===== src/design/dsten_pkg.sv =====
`timescale 1ns / 1ps

package dsten_pkg;

  // Command codes on func
  localparam logic [1:0] FUNC_WRITE = 2'd0;
  localparam logic [1:0] FUNC_READ  = 2'd1;
  localparam logic [1:0] FUNC_STEP  = 2'd2;

  // Configuration register indexes
  localparam int CFG_INDEX_W = 3;
  localparam int CFG_DATA_W  = 32;
  localparam logic [CFG_INDEX_W-1:0] REG_BC_MODE     = 3'd0;
  localparam logic [CFG_INDEX_W-1:0] REG_LEFT_TERM   = 3'd1;
  localparam logic [CFG_INDEX_W-1:0] REG_RIGHT_TERM  = 3'd2;
  localparam logic [CFG_INDEX_W-1:0] REG_COEFF       = 3'd3;
  localparam logic [CFG_INDEX_W-1:0] REG_GRID_POINTS = 3'd4;

  // Field widths
  localparam int TERM_W  = 32;
  localparam int COEFF_W = 16;
  localparam int GRID_W  = 9;
  localparam int INDEX_W = 8;
  localparam int STEPS_W = 16;
  localparam logic [GRID_W-1:0] GRID_RESET = 9'd256;

  // Boundary modes
  localparam logic BC_NEUMANN   = 1'b0;
  localparam logic BC_DIRICHLET = 1'b1;

  // Status from the stencil unit to the sequencer
  typedef struct packed {
    logic wr_valid;  // result word on wdata, write it this cycle
    logic busy;      // any stage still holds a point
  } unit_stat_t;

endpackage


===== src/design/dsten_unit.sv =====
`timescale 1ns / 1ps

module dsten_unit
  import dsten_pkg::*;
#(
  parameter int VALUE_WIDTH = 32
) (
  input  logic                                               clk,
  input  logic                                               rst,
  input  logic                                               issue,
  input  logic [COEFF_W-1:0]                                 coeff,
  input  logic signed [((VALUE_WIDTH > 32) ? VALUE_WIDTH : 32):0] left,
  input  logic signed [VALUE_WIDTH-1:0]                      center,
  input  logic signed [((VALUE_WIDTH > 32) ? VALUE_WIDTH : 32):0] right,
  output unit_stat_t                                         stat,
  output logic [VALUE_WIDTH-1:0]                             wdata
);

  localparam int VW = VALUE_WIDTH;
  localparam int GW = ((VW > 32) ? VW : 32) + 1;  // ghost / neighbor width
  localparam int LW = GW + 2;                     // laplacian
  localparam int PW = LW + COEFF_W + 1;           // product
  localparam int RW = PW + 1;                     // rounded product
  localparam int DW = RW - 16;                    // increment
  localparam int SW = DW + 1;                     // new value before clamp
  localparam logic signed [RW-1:0] RND_HALF = RW'(32768);

  logic                 v1, v2, v3, v4;
  logic signed [LW-1:0] lap;
  logic signed [PW-1:0] prod;
  logic signed [DW-1:0] inc;
  logic signed [VW-1:0] c1, c2, c3;
  logic signed [RW-1:0] rnd;
  logic signed [SW-1:0] sum;
  logic [SW-VW:0]       sum_top;

  // Valid pipe
  always_ff @(posedge clk) begin
    if (rst) begin
      v1 <= 1'b0;
      v2 <= 1'b0;
      v3 <= 1'b0;
      v4 <= 1'b0;
    end else begin
      v1 <= issue;
      v2 <= v1;
      v3 <= v2;
      v4 <= v3;
    end
  end

  assign rnd     = RW'(prod) + RND_HALF;
  assign sum     = SW'(inc) + SW'(c3);
  assign sum_top = sum[SW-1:VW-1];

  // Laplacian, scale by r, round, add and clamp
  always_ff @(posedge clk) begin
    lap  <= LW'(left) + LW'(right) - (LW'(center) <<< 1);
    c1   <= center;
    prod <= PW'(lap) * PW'($signed({1'b0, coeff}));
    c2   <= c1;
    inc  <= DW'(rnd >>> 16);
    c3   <= c2;
    if ((&sum_top) || !(|sum_top)) begin
      wdata <= sum[VW-1:0];
    end else if (sum[SW-1]) begin
      wdata <= {1'b1, {(VW-1){1'b0}}};
    end else begin
      wdata <= {1'b0, {(VW-1){1'b1}}};
    end
  end

  assign stat.wr_valid = v4;
  assign stat.busy     = v1 | v2 | v3 | v4;

endmodule

===== config.mk =====
export PLATFORM = sky130hd
export DESIGN_NAME = dsten_unit
export DESIGN_NICKNAME = d
export VERILOG_FILES = /design/src/design/dsten_pkg.sv /design/src/design/dsten_unit.sv
export SDC_FILE = /design/constraint.sdc
export NUM_CORES = 2
export LEC_CHECK = 0
export BUFFER_PORTS_ARGS = -buffer_cell sky130_fd_sc_hd__buf_2
export CORE_ASPECT_RATIO = 0.9
export CORE_MARGIN = 2
export CORE_UTILIZATION = 55
export CTS_CLUSTER_DIAMETER = 150
export DETAILED_ROUTE_END_ITERATION = 8
export PLACE_DENSITY = 0.71
export SYNTH_ARGS = -nofsm -noshare
export SYNTH_HDL_FRONTEND = slang
export SYNTH_SLANG_ARGS = --single-unit

===== constraint.sdc =====
create_clock -name clk -period 18.9 [get_ports clk]
set_input_delay 0.945 -clock clk [delete_from_list [all_inputs] [get_ports clk]]
set_output_delay 0.945 -clock clk [all_outputs]
set_load 0.1 [all_outputs]

==> run_results.csv <==
group,metric,value,unit
routing,finalWirelength,74.4,mm
global_routing,grt_usage,0.278,
place,port-buffer-count,150,
status,status,"finished clean",
routing,first_iter_violations,1311,
place,dp.cells,4018,
timing,finClkSkew,27.2,ps
cts,root_buffer,"clkbuf_16",
timing,min_period,7550,ps
cts,cts_setup_buffers,0,
setup_path,path_class,"in -> reg",
cts,ctsHoldBuffers,0,
global_routing,grt_max_degree,36,
global_routing,grt_first_pass_wirelength,123,mm
routing,wl_met3,4.97,mm
die,die_y,224,um
routing,routedWlPerCell,18.3,um
timing,timing.setup.tns,0,ps
cts,cts_resized,0,
synth,ys.warnings.count,0,
setup_path,cp.arrival,8010,ps
job,cap_violations,0,
routing,m1WireLength,30.0,mm
cts,cts_tree,"done",
global_routing,grt_overflow,0,
setup_path,worst_setup_path_start_kind,"primary input",
worst_hold_path,hold_class,"reg -> reg",
setup_path,crit_fanout,35,
die,fp.dieW,249,um
timing,slew_headroom,0.309,
setup_path,cp.required,19360,ps
global_routing,grt_pass1_vias,24000,
cells_and_area,fin_area,31700,um2
synth,synth_cell_types,71,
timing,post-route-period-util,0.399,
synth,syn_nets,4155,
timing,hold_violations,0,
cells_and_area,finalNetCount,4218,
routing,drcViolationCount,0,
die,ios,151,
synth,synth_edf_count,0,
timing,holdWs,314,ps
routing,via_per_inst,5.47,
routing,wl_met2,36.7,mm
place,gp_congestion,0.904,
cells_and_area,final_cell_count_no_fill,4059,
die,rows,80,
timing,grt_setup_unrepaired,"false",
synth,avgSynthCellArea,9.04,um2
cts,h-tree-depth,1,
synth,synth_area,29700,um2
timing,clock.fmax,0.132,GHz
setup_path,critPathCaptureType,"register",
cells_and_area,diodes,0,
place,dpl_cell_area,30900,um2
cts,cts_buffers,23,
routing,ant_nets,0,
routing,dr.pass1.iters,7,
synth,ys.flop_type,"dfxtp_1",
timing,slew_viol_final,0,
synth,async_flop_share,0,
timing,setup_violations,0,
die,die_area,55800,um2
cts,clk_pin_slew,70,ps
cells_and_area,drive_gt1_frac,0.0660,
die,start_util,0.558,
synth,yosysSeqAreaShare,0.163,
place,dpl.hpwl,58.5,mm
cts,cts_sinks,241,
timing,tightest_slew,1040,ps
synth,syn_inst,3283,
routing,highest_layer,"met4",
cts,cts_buffer_depth,3,
synth,synth-seq-cells,241,
routing,num_vias,22200,
cells_and_area,syn_to_final_growth,6.80,%
die,core-area,53200,um2
global_routing,antenna_found_initial,1,
cts,clk_latency,550,ps
through the flow:
stage,utilization,worst slack [ps]
floorplan,-,12030
global placement,0.581,11180
detailed placement,0.581,10970
CTS,0.596,11530
global route,0.596,10980
finish,0.596,11350
placed cells by master, fill, tap and decap left out, types with 43 or more instances in the layout:
cell,instances
ha_1,193
dfxtp_1,241
xnor2_1,83
inv_1,768
nor2_1,86
fa_1,562
nand2_1,440
and2_1,203
a21o_1,44
buf_2,150
a21oi_1,119
o21ai_0,64
nand3_1,43
xor2_1,46
state kept, by name, indices dropped and copies added (netlist names), 32 cells and up:
register  count
prod         37
inc          37
c2           32
wdata        32
c1           32
lap          35
c3           32
final timing paths:
path / from / endpoint / slack (ps) / cells after the start
worst max-delay path: coeff[12] / prod[51] / 11350 / 21
worst min register to register: c1[19] / c2[19] / 310 / 0
worst min-delay path: c1[19] / c2[19] / 310 / 0
worst max register to register: lap[12] / prod[51] / 11510 / 20
layer usage:
layer,vias to the layer above,track usage
li1,10000,-
met1,11200,0.352
met2,787,0.486
met3,216,0.0421
met4,0,0.0970
met5,-,0
kinds of logic after synthesis:
logic type | synth area share
AO/OA/AOI/OAI | 0.0807
XOR/XNOR | 0.0381
adder cells (fa/ha/maj) | 0.461
buffers and inverters | 0.115
flip-flops | 0.163
multiplexers | 0.000337
AND/OR/NAND/NOR | 0.143
synth_stat cells (all sizes together), types with 7 or more instances:
| cell type | instances | area share |
|---|---|---|
| nor2b | 12 | 0.0025 |
| a31oi | 11 | 0.0023 |
| o21a | 19 | 0.0048 |
| xnor2 | 83 | 0.025 |
| a211o | 11 | 0.0032 |
| nand2b | 9 | 0.0019 |
| nor4 | 7 | 0.0015 |
| dfxtp | 241 | 0.16 |
| o21bai | 9 | 0.0023 |
| a21o | 48 | 0.012 |
| a21oi | 119 | 0.020 |
| nor3 | 30 | 0.0051 |
| fa | 562 | 0.38 |
| ha | 193 | 0.081 |
| nand3 | 43 | 0.0073 |
| inv | 768 | 0.097 |
| nor2 | 86 | 0.011 |
| nand2 | 441 | 0.056 |
| o211ai | 11 | 0.0030 |
| nand4 | 19 | 0.0040 |
| o31ai | 11 | 0.0028 |
| and3 | 21 | 0.0045 |
| xor2 | 46 | 0.014 |
| clkbuf | 117 | 0.016 |
| a211oi | 19 | 0.0050 |
| and2 | 203 | 0.043 |
| o21ai | 73 | 0.013 |
critical path: stages:
cell,delay (ps)
buf_2,770
nand2_1,180
fa_1,550
inv_1,60
fa_1,540
fa_1,420
fa_1,460
fa_1,500
inv_1,50
fa_1,470
inv_1,40
ha_1,340
a211oi_1,360
nand2_1,190
nor2_1,130
nand3_1,130
a41oi_1,800
o41a_1,360
o211ai_1,180
a2111o_1,410
o211ai_1,90
cell type report:
type                    count  area, um2
clock buffers              28        634
clock inverters            13        180
flip-flops and latches    241       4820
multi-input cells        2151      21500
repair buffers            161        833
well taps                 697        872
fillers                  4588      21500
inverters                 768       2880
Power is not shown: default switching activity piles up to over one toggle a cycle in this logic, so the estimate is an artifact.
